==> config.mk <==
export PLATFORM = sky130hd
export DESIGN_NAME = tiled_texture_address
export DESIGN_NICKNAME = d
export VERILOG_FILES = /design/src/design/tta_pkg.sv /design/src/design/tiled_texture_address.sv /design/src/design/tta_coord_mul.sv /design/src/design/tta_swizzle.sv
export SDC_FILE = /design/constraint.sdc
export NUM_CORES = 1
export LEC_CHECK = 0
export ABC_AREA = 1
export BUFFER_PORTS_ARGS = -buffer_cell sky130_fd_sc_hd__buf_2
export CORE_UTILIZATION = 59
export CTS_CLUSTER_SIZE = 25
export DETAILED_ROUTE_END_ITERATION = 6
export PLACE_DENSITY = 0.76
export REMOVE_ABC_BUFFERS = 1
export SLEW_MARGIN = 30
export SYNTH_ARGS = -nofsm -noshare
export SYNTH_HDL_FRONTEND = slang
export SYNTH_SLANG_ARGS = --single-unit
==> constraint.sdc <==
create_clock -name clk -period 9.5 [get_ports clk]
set_clock_uncertainty 0.1 [all_clocks]
set_input_delay 0.475 -clock clk [delete_from_list [all_inputs] [get_ports clk]]
set_output_delay 0.475 -clock clk [all_outputs]
set_load 0.01 [all_outputs]
==> src/design/tta_pkg.sv <==
// tta_pkg: shared types and constants for the tiled texture address generator
// no dependencies; imported by every module of the block
`timescale 1ns / 1ps

package tta_pkg;

	localparam int Z_WIDTH       = 10;
	localparam int OFFSET_WIDTH  = 32;
	localparam int CFG_INDEX_W   = 2;
	localparam int CFG_DATA_W    = 14;
	localparam int LG_WIDTH      = 3;
	localparam int PITCH_HI_W    = 10;
	localparam int HEIGHT_HI_W   = 11;
	localparam int VOL_PROD_W    = Z_WIDTH - 2 + HEIGHT_HI_W;

	localparam logic [CFG_INDEX_W-1:0] REG_VOLUME_MODE  = 2'd0;
	localparam logic [CFG_INDEX_W-1:0] REG_ROW_PITCH    = 2'd1;
	localparam logic [CFG_INDEX_W-1:0] REG_SURF_HEIGHT  = 2'd2;
	localparam logic [CFG_INDEX_W-1:0] REG_BYTES_LOG2   = 2'd3;

	// surface settings in the form the datapath uses
	typedef struct packed {
		logic                   volume_mode;
		logic [PITCH_HI_W-1:0]  pitch_hi;   // rounded pitch / 32
		logic [HEIGHT_HI_W-1:0] height_hi;  // rounded height / 16
		logic [LG_WIDTH-1:0]    lg;
	} cfg_t;

endpackage

==> src/design/tiled_texture_address.sv <==
// tiled_texture_address: top level, configuration registers and stream ports
// depends on tta_pkg, tta_coord_mul and tta_swizzle
`timescale 1ns / 1ps

// Block coordinates go in on the s_ stream and tiled byte offsets come out on
// the m_ stream, one result per transaction, in order. The datapath is a
// four-stage pipeline: a new transaction is taken every cycle unless a stall
// from m_tready has filled the stages, and each result passes through stages
// 1 to 4 in order and is presented on m_tdata from the stage 4 register.
// The two multiplies (row/slice product, then times the pitch) each fill one
// stage and set the clock period. Stalls from m_tready back up stage by stage;
// empty stages still accept. Write the four registers only while no
// transaction is in flight; all of them reset to zero.

module tiled_texture_address #(
	parameter int COORD_WIDTH = 13,
	localparam int S_TDATA_WIDTH = ((2 * COORD_WIDTH + tta_pkg::Z_WIDTH + 7) / 8) * 8
) (
	input  logic                                clk,
	input  logic                                arst_n,
	input  logic                                cfg_we,
	input  logic [tta_pkg::CFG_INDEX_W-1:0]     cfg_index,
	input  logic [tta_pkg::CFG_DATA_W-1:0]      cfg_data,
	input  logic                                s_tvalid,
	output logic                                s_tready,
	input  logic [S_TDATA_WIDTH-1:0]            s_tdata,  // block_x, block_y, block_z
	output logic                                m_tvalid,
	input  logic                                m_tready,
	output logic [tta_pkg::OFFSET_WIDTH-1:0]    m_tdata   // byte_offset
);
	import tta_pkg::*;

	logic                     volume_mode_q;
	logic [CFG_DATA_W-1:0]    row_pitch_q, surf_height_q;
	logic [LG_WIDTH-1:0]      lg_q;
	logic [CFG_DATA_W:0]      pitch_rnd, height_rnd;
	cfg_t                     cfg;

	logic                     mid_valid, mid_ready;
	logic [COORD_WIDTH-1:0]   mid_x, mid_y;
	logic [Z_WIDTH-1:0]       mid_z;
	logic [OFFSET_WIDTH-1:0]  mid_lin;

	always_ff @(posedge clk or negedge arst_n) begin
		if (!arst_n) begin
			volume_mode_q <= 1'b0;
			row_pitch_q   <= '0;
			surf_height_q <= '0;
			lg_q          <= '0;
		end else if (cfg_we) begin
			case (cfg_index)
				REG_VOLUME_MODE: volume_mode_q <= cfg_data[0];
				REG_ROW_PITCH:   row_pitch_q   <= cfg_data;
				REG_SURF_HEIGHT: surf_height_q <= cfg_data;
				REG_BYTES_LOG2:  lg_q          <= cfg_data[LG_WIDTH-1:0];
				default: begin
				end
			endcase
		end
	end

	// round up to 32 blocks
	assign pitch_rnd  = {1'b0, row_pitch_q} + (CFG_DATA_W + 1)'(31);
	assign height_rnd = {1'b0, surf_height_q} + (CFG_DATA_W + 1)'(31);

	assign cfg.volume_mode = volume_mode_q;
	assign cfg.pitch_hi    = pitch_rnd[CFG_DATA_W:5];
	assign cfg.height_hi   = {height_rnd[CFG_DATA_W:5], 1'b0};
	assign cfg.lg          = lg_q;

	tta_coord_mul #(
		.COORD_WIDTH(COORD_WIDTH)
	) u_mul (
		.clk       (clk),
		.arst_n    (arst_n),
		.cfg       (cfg),
		.in_valid  (s_tvalid),
		.in_ready  (s_tready),
		.x_in      (s_tdata[COORD_WIDTH-1:0]),
		.y_in      (s_tdata[2*COORD_WIDTH-1:COORD_WIDTH]),
		.z_in      (s_tdata[2*COORD_WIDTH+Z_WIDTH-1:2*COORD_WIDTH]),
		.out_valid (mid_valid),
		.out_ready (mid_ready),
		.x_out     (mid_x),
		.y_out     (mid_y),
		.z_out     (mid_z),
		.lin_out   (mid_lin)
	);

	tta_swizzle #(
		.COORD_WIDTH(COORD_WIDTH)
	) u_swz (
		.clk        (clk),
		.arst_n     (arst_n),
		.cfg        (cfg),
		.in_valid   (mid_valid),
		.in_ready   (mid_ready),
		.x_in       (mid_x),
		.y_in       (mid_y),
		.z_in       (mid_z),
		.lin_in     (mid_lin),
		.out_valid  (m_tvalid),
		.out_ready  (m_tready),
		.offset_out (m_tdata)
	);

endmodule

==> src/design/tta_coord_mul.sv <==
// tta_coord_mul: stages 1 and 2, macro tile row and slice products
// depends on tta_pkg
`timescale 1ns / 1ps

module tta_coord_mul #(
	parameter int COORD_WIDTH = 13
) (
	input  logic                          clk,
	input  logic                          arst_n,
	input  tta_pkg::cfg_t                 cfg,
	input  logic                          in_valid,
	output logic                          in_ready,
	input  logic [COORD_WIDTH-1:0]        x_in,
	input  logic [COORD_WIDTH-1:0]        y_in,
	input  logic [tta_pkg::Z_WIDTH-1:0]   z_in,
	output logic                          out_valid,
	input  logic                          out_ready,
	output logic [COORD_WIDTH-1:0]        x_out,
	output logic [COORD_WIDTH-1:0]        y_out,
	output logic [tta_pkg::Z_WIDTH-1:0]   z_out,
	output logic [tta_pkg::OFFSET_WIDTH-1:0] lin_out
);
	import tta_pkg::*;

	localparam int FLAT_PROD_W = COORD_WIDTH - 5 + PITCH_HI_W;
	localparam int SUM_W       = VOL_PROD_W + 1;
	localparam int OUTER_W     = SUM_W + PITCH_HI_W;

	logic                        valid_s1, valid_s2;
	logic                        ready_s1, ready_s2;
	logic [COORD_WIDTH-1:0]      x_s1, y_s1, x_s2, y_s2;
	logic [Z_WIDTH-1:0]          z_s1, z_s2;
	logic [OFFSET_WIDTH-1:0]     prod_s1, lin_s2;

	logic [FLAT_PROD_W-1:0]      prod_f;
	logic [VOL_PROD_W-1:0]       prod_v;
	logic [SUM_W-1:0]            sum_v;
	logic [OUTER_W-1:0]          outer_v;
	logic [OFFSET_WIDTH-1:0]     lin_next;

	assign ready_s1 = !valid_s1 || ready_s2;
	assign ready_s2 = !valid_s2 || out_ready;
	assign in_ready = ready_s1;

	// flat: (y/32) * pitch/32, volume: (z/4) * height/16
	assign prod_f = FLAT_PROD_W'(y_in[COORD_WIDTH-1:5]) * FLAT_PROD_W'(cfg.pitch_hi);
	assign prod_v = VOL_PROD_W'(z_in[Z_WIDTH-1:2]) * VOL_PROD_W'(cfg.height_hi);

	// flat: x/32 + row term, volume: (y/16 + slice term) * pitch/32
	assign sum_v   = SUM_W'(y_s1[COORD_WIDTH-1:4]) + SUM_W'(prod_s1[VOL_PROD_W-1:0]);
	assign outer_v = OUTER_W'(sum_v) * OUTER_W'(cfg.pitch_hi);

	always_comb begin
		if (cfg.volume_mode) begin
			lin_next = OFFSET_WIDTH'(outer_v);
		end else begin
			lin_next = OFFSET_WIDTH'(x_s1[COORD_WIDTH-1:5]) + prod_s1;
		end
	end

	always_ff @(posedge clk or negedge arst_n) begin
		if (!arst_n) begin
			valid_s1 <= 1'b0;
			valid_s2 <= 1'b0;
		end else begin
			if (ready_s1) begin
				valid_s1 <= in_valid;
			end
			if (ready_s2) begin
				valid_s2 <= valid_s1;
			end
		end
	end

	always_ff @(posedge clk) begin
		if (ready_s1 && in_valid) begin
			x_s1    <= x_in;
			y_s1    <= y_in;
			z_s1    <= z_in;
			prod_s1 <= cfg.volume_mode ? OFFSET_WIDTH'(prod_v) : OFFSET_WIDTH'(prod_f);
		end
		if (ready_s2 && valid_s1) begin
			x_s2   <= x_s1;
			y_s2   <= y_s1;
			z_s2   <= z_s1;
			lin_s2 <= lin_next;
		end
	end

	assign out_valid = valid_s2;
	assign x_out     = x_s2;
	assign y_out     = y_s2;
	assign z_out     = z_s2;
	assign lin_out   = lin_s2;

endmodule

==> src/design/tta_swizzle.sv <==
// tta_swizzle: stages 3 and 4, micro tile interleave and final bit shuffle
// depends on tta_pkg
`timescale 1ns / 1ps

module tta_swizzle #(
	parameter int COORD_WIDTH = 13
) (
	input  logic                             clk,
	input  logic                             arst_n,
	input  tta_pkg::cfg_t                    cfg,
	input  logic                             in_valid,
	output logic                             in_ready,
	input  logic [COORD_WIDTH-1:0]           x_in,
	input  logic [COORD_WIDTH-1:0]           y_in,
	input  logic [tta_pkg::Z_WIDTH-1:0]      z_in,
	input  logic [tta_pkg::OFFSET_WIDTH-1:0] lin_in,
	output logic                             out_valid,
	input  logic                             out_ready,
	output logic [tta_pkg::OFFSET_WIDTH-1:0] offset_out
);
	import tta_pkg::*;

	localparam int MICRO_W = 13;
	localparam int SHAMT_W = 4;

	logic                    valid_s3, valid_s4;
	logic                    ready_s3, ready_s4;
	logic [OFFSET_WIDTH-1:0] mix_s3, off_s4;
	logic [2:0]              o1_s3;
	logic [1:0]              xb_s3, yb_s3;

	logic [SHAMT_W-1:0]      sh6, sh7;
	logic [MICRO_W-1:0]      micro_f, micro_v;
	logic [OFFSET_WIDTH-1:0] macro_f, off_f;
	logic [OFFSET_WIDTH-1:0] vsum, vshift, macro_v, zterm, o2_v;
	logic                    sel;
	logic [1:0]              o1_t;
	logic [OFFSET_WIDTH-1:0] mix_next;

	logic [1:0]              flat_q2;
	logic [OFFSET_WIDTH-1:0] flat_final;
	logic [3:0]              a0;
	logic [6:0]              a1;
	logic [OFFSET_WIDTH-1:0] a2, vol_final;

	assign ready_s3 = !valid_s3 || ready_s4;
	assign ready_s4 = !valid_s4 || out_ready;
	assign in_ready = ready_s3;

	assign sh6 = {1'b0, cfg.lg} + SHAMT_W'(6);
	assign sh7 = {1'b0, cfg.lg} + SHAMT_W'(7);

	// flat micro tile and macro offset
	assign micro_f = MICRO_W'({y_in[3:1], x_in[2:0]}) << cfg.lg;
	assign macro_f = lin_in << sh7;
	assign off_f   = macro_f + OFFSET_WIDTH'({micro_f[MICRO_W-1:4], 5'b0})
		+ OFFSET_WIDTH'(micro_f[3:0]) + OFFSET_WIDTH'({y_in[0], 4'b0});

	// volume stack offset, macro part kept to 28 bits
	assign micro_v = MICRO_W'({y_in[2:1], x_in[2:0]}) << cfg.lg;
	assign vsum    = OFFSET_WIDTH'(x_in[COORD_WIDTH-1:5]) + lin_in;
	assign vshift  = vsum << sh6;
	assign macro_v = {3'b0, vshift[27:0], 1'b0};
	assign zterm   = OFFSET_WIDTH'(z_in[1:0]) << sh6;
	assign o2_v    = ((macro_v + OFFSET_WIDTH'({micro_v[MICRO_W-1:4], 4'b0})) << 1)
		+ OFFSET_WIDTH'(micro_v[3:0]) + zterm + OFFSET_WIDTH'({y_in[0], 4'b0});
	assign sel     = y_in[3] ^ z_in[2];
	assign o1_t    = x_in[4:3] + {sel, 1'b0};

	assign mix_next = cfg.volume_mode ? o2_v : off_f;

	// final bit shuffle on the stage 3 result
	assign flat_q2    = xb_s3 + {yb_s3[1], 1'b0};
	assign flat_final = ({mix_s3[31:9], 9'b0} << 3) + OFFSET_WIDTH'({yb_s3[0], 11'b0})
		+ OFFSET_WIDTH'({mix_s3[8:6], 8'b0}) + OFFSET_WIDTH'({flat_q2, 6'b0})
		+ OFFSET_WIDTH'(mix_s3[5:0]);

	assign a0        = {o1_s3[0], 3'b0} + 4'(mix_s3[8:6]);
	assign a1        = {a0, 3'b0} + {4'b0, o1_s3[2:1], 1'b0};
	assign a2        = OFFSET_WIDTH'({a1, 2'b0}) + {mix_s3[31:9], 9'b0};
	assign vol_final = (a2 << 3) + OFFSET_WIDTH'(mix_s3[5:0]);

	always_ff @(posedge clk or negedge arst_n) begin
		if (!arst_n) begin
			valid_s3 <= 1'b0;
			valid_s4 <= 1'b0;
		end else begin
			if (ready_s3) begin
				valid_s3 <= in_valid;
			end
			if (ready_s4) begin
				valid_s4 <= valid_s3;
			end
		end
	end

	always_ff @(posedge clk) begin
		if (ready_s3 && in_valid) begin
			mix_s3 <= mix_next;
			o1_s3  <= {o1_t, sel};
			xb_s3  <= x_in[4:3];
			// flat mode needs y bits 3 and 4
			yb_s3  <= {y_in[3], y_in[4]};
		end
		if (ready_s4 && valid_s3) begin
			off_s4 <= cfg.volume_mode ? vol_final : flat_final;
		end
	end

	assign out_valid  = valid_s4;
	assign offset_out = off_s4;

endmodule

==> impl.org <==
** Worst setup path
- Peak per-stage delay on the critical path :: roughly 0.55 ns
- Across all register-to-register paths, the minimum setup slack is a little over 0.7 ns.
- Nature of the critical path startpoint :: register
- Number of buffers and inverters on the critical path :: 6
- Startpoint of the worst-slack reg-to-reg timing path :: u_mul.y_s1[4]
- Category of cells accounting for the largest share of critical-path delay :: adder cells
- Counting buffers and inverters, the worst setup path is 42 cells deep.
- Cell depth of the worst flop-to-flop path :: between 40 and 50
- STA classifies the critical path endpoint as a register.
- Critical R2R Capture :: u_mul.lin_out[28]
- Library cell contributing the largest single delay on the critical path :: sky130_fd_sc_hd__fa_1
- Cell with the most instances on the worst path :: sky130_fd_sc_hd__nand2_1
- Arrival time of data at the critical path endpoint :: ~9 ns
- The critical path is of the reg -> reg type.
- At the worst endpoint, the required time is between 9 and 10 ns.
- Maximum net fanout on the critical path :: 6
- Critical path launch point :: u_mul.y_s1[4]
- CP endpoint :: u_mul.lin_out[28]

** Route
- After detailed routing, the number of remaining DRC violations is 0.
- The first detailed-routing pass took 6 iterations.
- Antenna violation net count after detailed routing :: 0
- The final route contains around 23000 vias.
- Drt initial violations :: around 1900
- Dividing the detail-routed via count by the number of cells gives roughly 5.5.
- The final layout contains routed wiring with a total length of 71000 µm.
- In the final routed layout, each cell accounts on average for between 15 and 20 µm.

** Placed design
- At the end of routability-driven placement, the weighted congestion stood at 1.04.
- Worst-case setup slack after placement :: between 0.6 and 0.7 ns
- The count of buffers added on input and output ports is 90.
- Summing all placed instances gives a cell area of approximately 28000 µm².
- Sum of net half-perimeters after detailed placement :: about 57000 µm
- Including well taps, the total number of placed cells is 4184.

** Finish
- Proportion of layout cells with a drive suffix above 1 :: ~7.6%
- With fillers left out, the area of the finished cells amounts to 28400 µm².
- Area growth from synthesis to final layout :: 7.43%
- Count of non-filler cells in the finished layout :: around 4200
- 0 antenna diodes ended up in the layout.
- Number of nets in the layout :: 4157
- After filler insertion, the fill cell instance count of the layout stands at a little under 4000.

** Job
- Reported max-cap violation count :: 0

** STA
- In the finished design, the share of the clock period the worst path needs comes to between 90% and 100%.
- Setup violations remaining at the end of the flow were counted as 0.
- For the final routed database, the setup TNS stands at 0 ns.
- Slew @ Worst Pin :: 0.931 ns
- The worst path needs 8.79 ns of the cycle, external delays included.
- Final number of max-transition violations :: 0
- Setup slack of the critical path after layout :: a little over 0.7 ns
- Upper clock frequency limit :: ~0.11 GHz
- The number of failing hold endpoints at the final stage was 0.
- Setup repair after global routing missed its margin :: no
- The worst pin sits at a relative slew slack of a little under two fifths.

** CTS
- H-Tree Depth :: 1
- Worst skew pair latency :: roughly 0.56 ns
- Clock Path Buffers :: 3
- The tree is rooted in a sky130_fd_sc_hd__clkbuf_16.
- TritonCTS sink count :: approximately 200
- Number of CTS-inserted buffers :: 23
- Clock transition at the register clock pins on the worst setup and hold paths after CTS :: 0.06 ns
- TritonCTS built the clock tree.

** Synth
- In the synthesized netlist, the number of instances is between 3000 and 4000.
- Top cells by area, synth :: sky130_fd_sc_hd__edfxtp_1 (19%), sky130_fd_sc_hd__fa_1 (19%), sky130_fd_sc_hd__nand2_1 (12%)
- In this run, synthesis produced a sequential element count of 201.
- Synthesized area per cell :: 7.41 µm²
- Number of enable flip-flop cells after synthesis :: around 170
- Among all flip-flop cells after synthesis, the most frequent one is sky130_fd_sc_hd__edfxtp_1.
- Post-synth ARST share :: between 10% and 20%
- Post-Synthesis Cell Area :: around 26000 µm²
- Proportion of synthesized chip area in sequential cells :: 22.1%
- Among all cell types in the netlist, the one instantiated most often is sky130_fd_sc_hd__nand2_1.
- The largest total area in the synthesized netlist belongs to sky130_fd_sc_hd__edfxtp_1.
- During synthesis, Yosys emitted a total of 0 warnings.
- Yosys top cell area share :: about a fifth
- Number of distinct library cells after synthesis :: 50
- Post-synth top cells :: sky130_fd_sc_hd__nand2_1 (834), sky130_fd_sc_hd__inv_1 (607), sky130_fd_sc_hd__nor2_1 (371), sky130_fd_sc_hd__nand3_1 (267), sky130_fd_sc_hd__o21ai_0 (267)

** Global route
- Number of global-route vias before repair :: 22564
- Summed over all layers, the global routing overflow is 0.
- The number of antenna violations at the first check in global routing was 0.
- Combined global-route utilization of all metal layers :: around a third
- Largest net degree at the start of global routing :: 67
- The first global-routing pass estimated approximately 110000 µm of wire.

** Floorplanning
- Width of the die :: roughly 210 µm
- Io pins :: 95
- Number of placement rows :: 77
- Measured along the y axis, the die boundary spans 214 µm.
- Initial core utilization :: 59.8%
- Die ar. :: between 40000 and 50000 µm²
- The region available for standard cell placement spans between 40000 and 50000 µm².

** Status
- The run finished with clean final reports.

** Min path
- Count of cells along the worst hold path :: 1
- Worst min path class :: in -> reg
[cell type report]
| type | count | area (µm²) | share of cell area (%) |
|---|---|---|---|
| Inverter | 623 | 2340 | 8.23 |
| Tap cell | 592 | 741 | 2.61 |
| Sequential cell | 201 | 5860 | 20.6 |
| Multi-Input combinational cell | 2638 | 17800 | 62.8 |
| Clock buffer | 26 | 587 | 2.06 |
| Clock inverter | 14 | 141 | 0.497 |
| Timing Repair Buffer | 144 | 908 | 3.20 |
[sequential cells by signal (all words and copies together), names as in the netlist, 5 cells and up]
signal and flops:
u_swz.mix_s3 29, row_pitch_q 14, surf_height_q 14, u_mul.y_out 5, u_mul.x_s1 13, u_mul.prod_s1 19, u_mul.lin_out 29, u_swz.offset_out 32
u_mul.y_s1 13, u_mul.x_out 13
[layout by cell type (no fill, tap or decap), types with 7 or more instances in the layout]
cell	netlist	layout
sky130_fd_sc_hd__a21oi_1	135	135
sky130_fd_sc_hd__a31oi_1	7	7
sky130_fd_sc_hd__and2_1	8	8
sky130_fd_sc_hd__buf_2	18	90
sky130_fd_sc_hd__buf_4	4	40
sky130_fd_sc_hd__clkbuf_16	0	23
sky130_fd_sc_hd__clkinv_1	9	12
sky130_fd_sc_hd__dfrtp_1	36	34
sky130_fd_sc_hd__dlygate4sd3_1	0	13
sky130_fd_sc_hd__edfxtp_1	165	165
sky130_fd_sc_hd__fa_1	246	246
sky130_fd_sc_hd__ha_1	219	219
sky130_fd_sc_hd__inv_1	607	606
sky130_fd_sc_hd__inv_2	7	8
sky130_fd_sc_hd__mux2i_1	11	11
sky130_fd_sc_hd__nand2_1	834	834
sky130_fd_sc_hd__nand2_2	32	32
sky130_fd_sc_hd__nand3_1	267	267
sky130_fd_sc_hd__nand3_2	23	23
sky130_fd_sc_hd__nand4_1	30	30
sky130_fd_sc_hd__nor2_1	371	369
sky130_fd_sc_hd__nor2_2	8	8
sky130_fd_sc_hd__nor2_4	14	16
sky130_fd_sc_hd__nor3_1	15	15
sky130_fd_sc_hd__o211ai_1	7	7
sky130_fd_sc_hd__o21ai_0	267	267
sky130_fd_sc_hd__o21ai_1	11	11
sky130_fd_sc_hd__o21bai_1	8	8
sky130_fd_sc_hd__o22ai_1	12	12
sky130_fd_sc_hd__o31ai_1	9	9
sky130_fd_sc_hd__or2_2	12	12
sky130_fd_sc_hd__xnor2_1	24	23
sky130_fd_sc_hd__xor2_1	31	31
[logic make-up (layout without fill, tap and decap cells)]
| group | count (synthesis) | in the layout | share of synthesized area, % |
|---|---|---|---|
| AOI/OAI and AO/OA | 475 | 475 | 9.56 |
| xor gates and xnor gates | 56 | 56 | 1.88 |
| adders and majority gates | 465 | 465 | 29.0 |
| buffers and inverters | 730 | 807 | 10.5 |
| DFF | 201 | 201 | 22.1 |
| muxes | 11 | 11 | 0.416 |
| and+or+nand+nor | 1631 | 1631 | 26.5 |
[worst min-delay path by stage]
| stage | from | to | slack [ns] |
|---|---|---|---|
| final | s_tdata[11] | u_mul.x_s1[11] | 0.02 |
| after global routing | s_tdata[8] | u_mul.x_s1[8] | 0.008 |
| after CTS | s_tdata[10] | u_mul.x_s1[10] | 0.01 |
| after detailed placement | u_mul.y_s1[3] | u_mul.y_out[3] | 0.30 |
| after global placement | u_mul.x_s1[3] | u_mul.x_out[3] | 0.30 |
| after floorplan | arst_n | lg_q[0] | 0.08 |
[metal layers]
layer  vias up  track usage [%]  share of wire (%)
li1      11476                -                  -
met1     10920             40.5                 41
met2       906             56.2                 49
met3       183             3.31                6.4
met4         0             12.5                4.4
met5         -                0                  0
[stage by stage]
step / util [%] / hold WS [ns]
2_1_floorplan: - / 0.0794
3_3_place_gp: 62.3 / 0.301
6_report: 64.3 / 0.0216
3_5_place_dp: 62.3 / 0.305
4_1_cts: 64.2 / 0.00961
5_1_grt: 64.3 / 0.00791
[repair_timing]
item	CTS	global route
hold endpoints to repair	48	0
endpoints found under the setup margin	0	1
hold buffers	13	0
buffers inserted	0	0
gates resized for setup	0	1
Power is left out: the tool's default activity adds up to more than one toggle a clock period on the data nets, which glitch-free logic cannot reach.
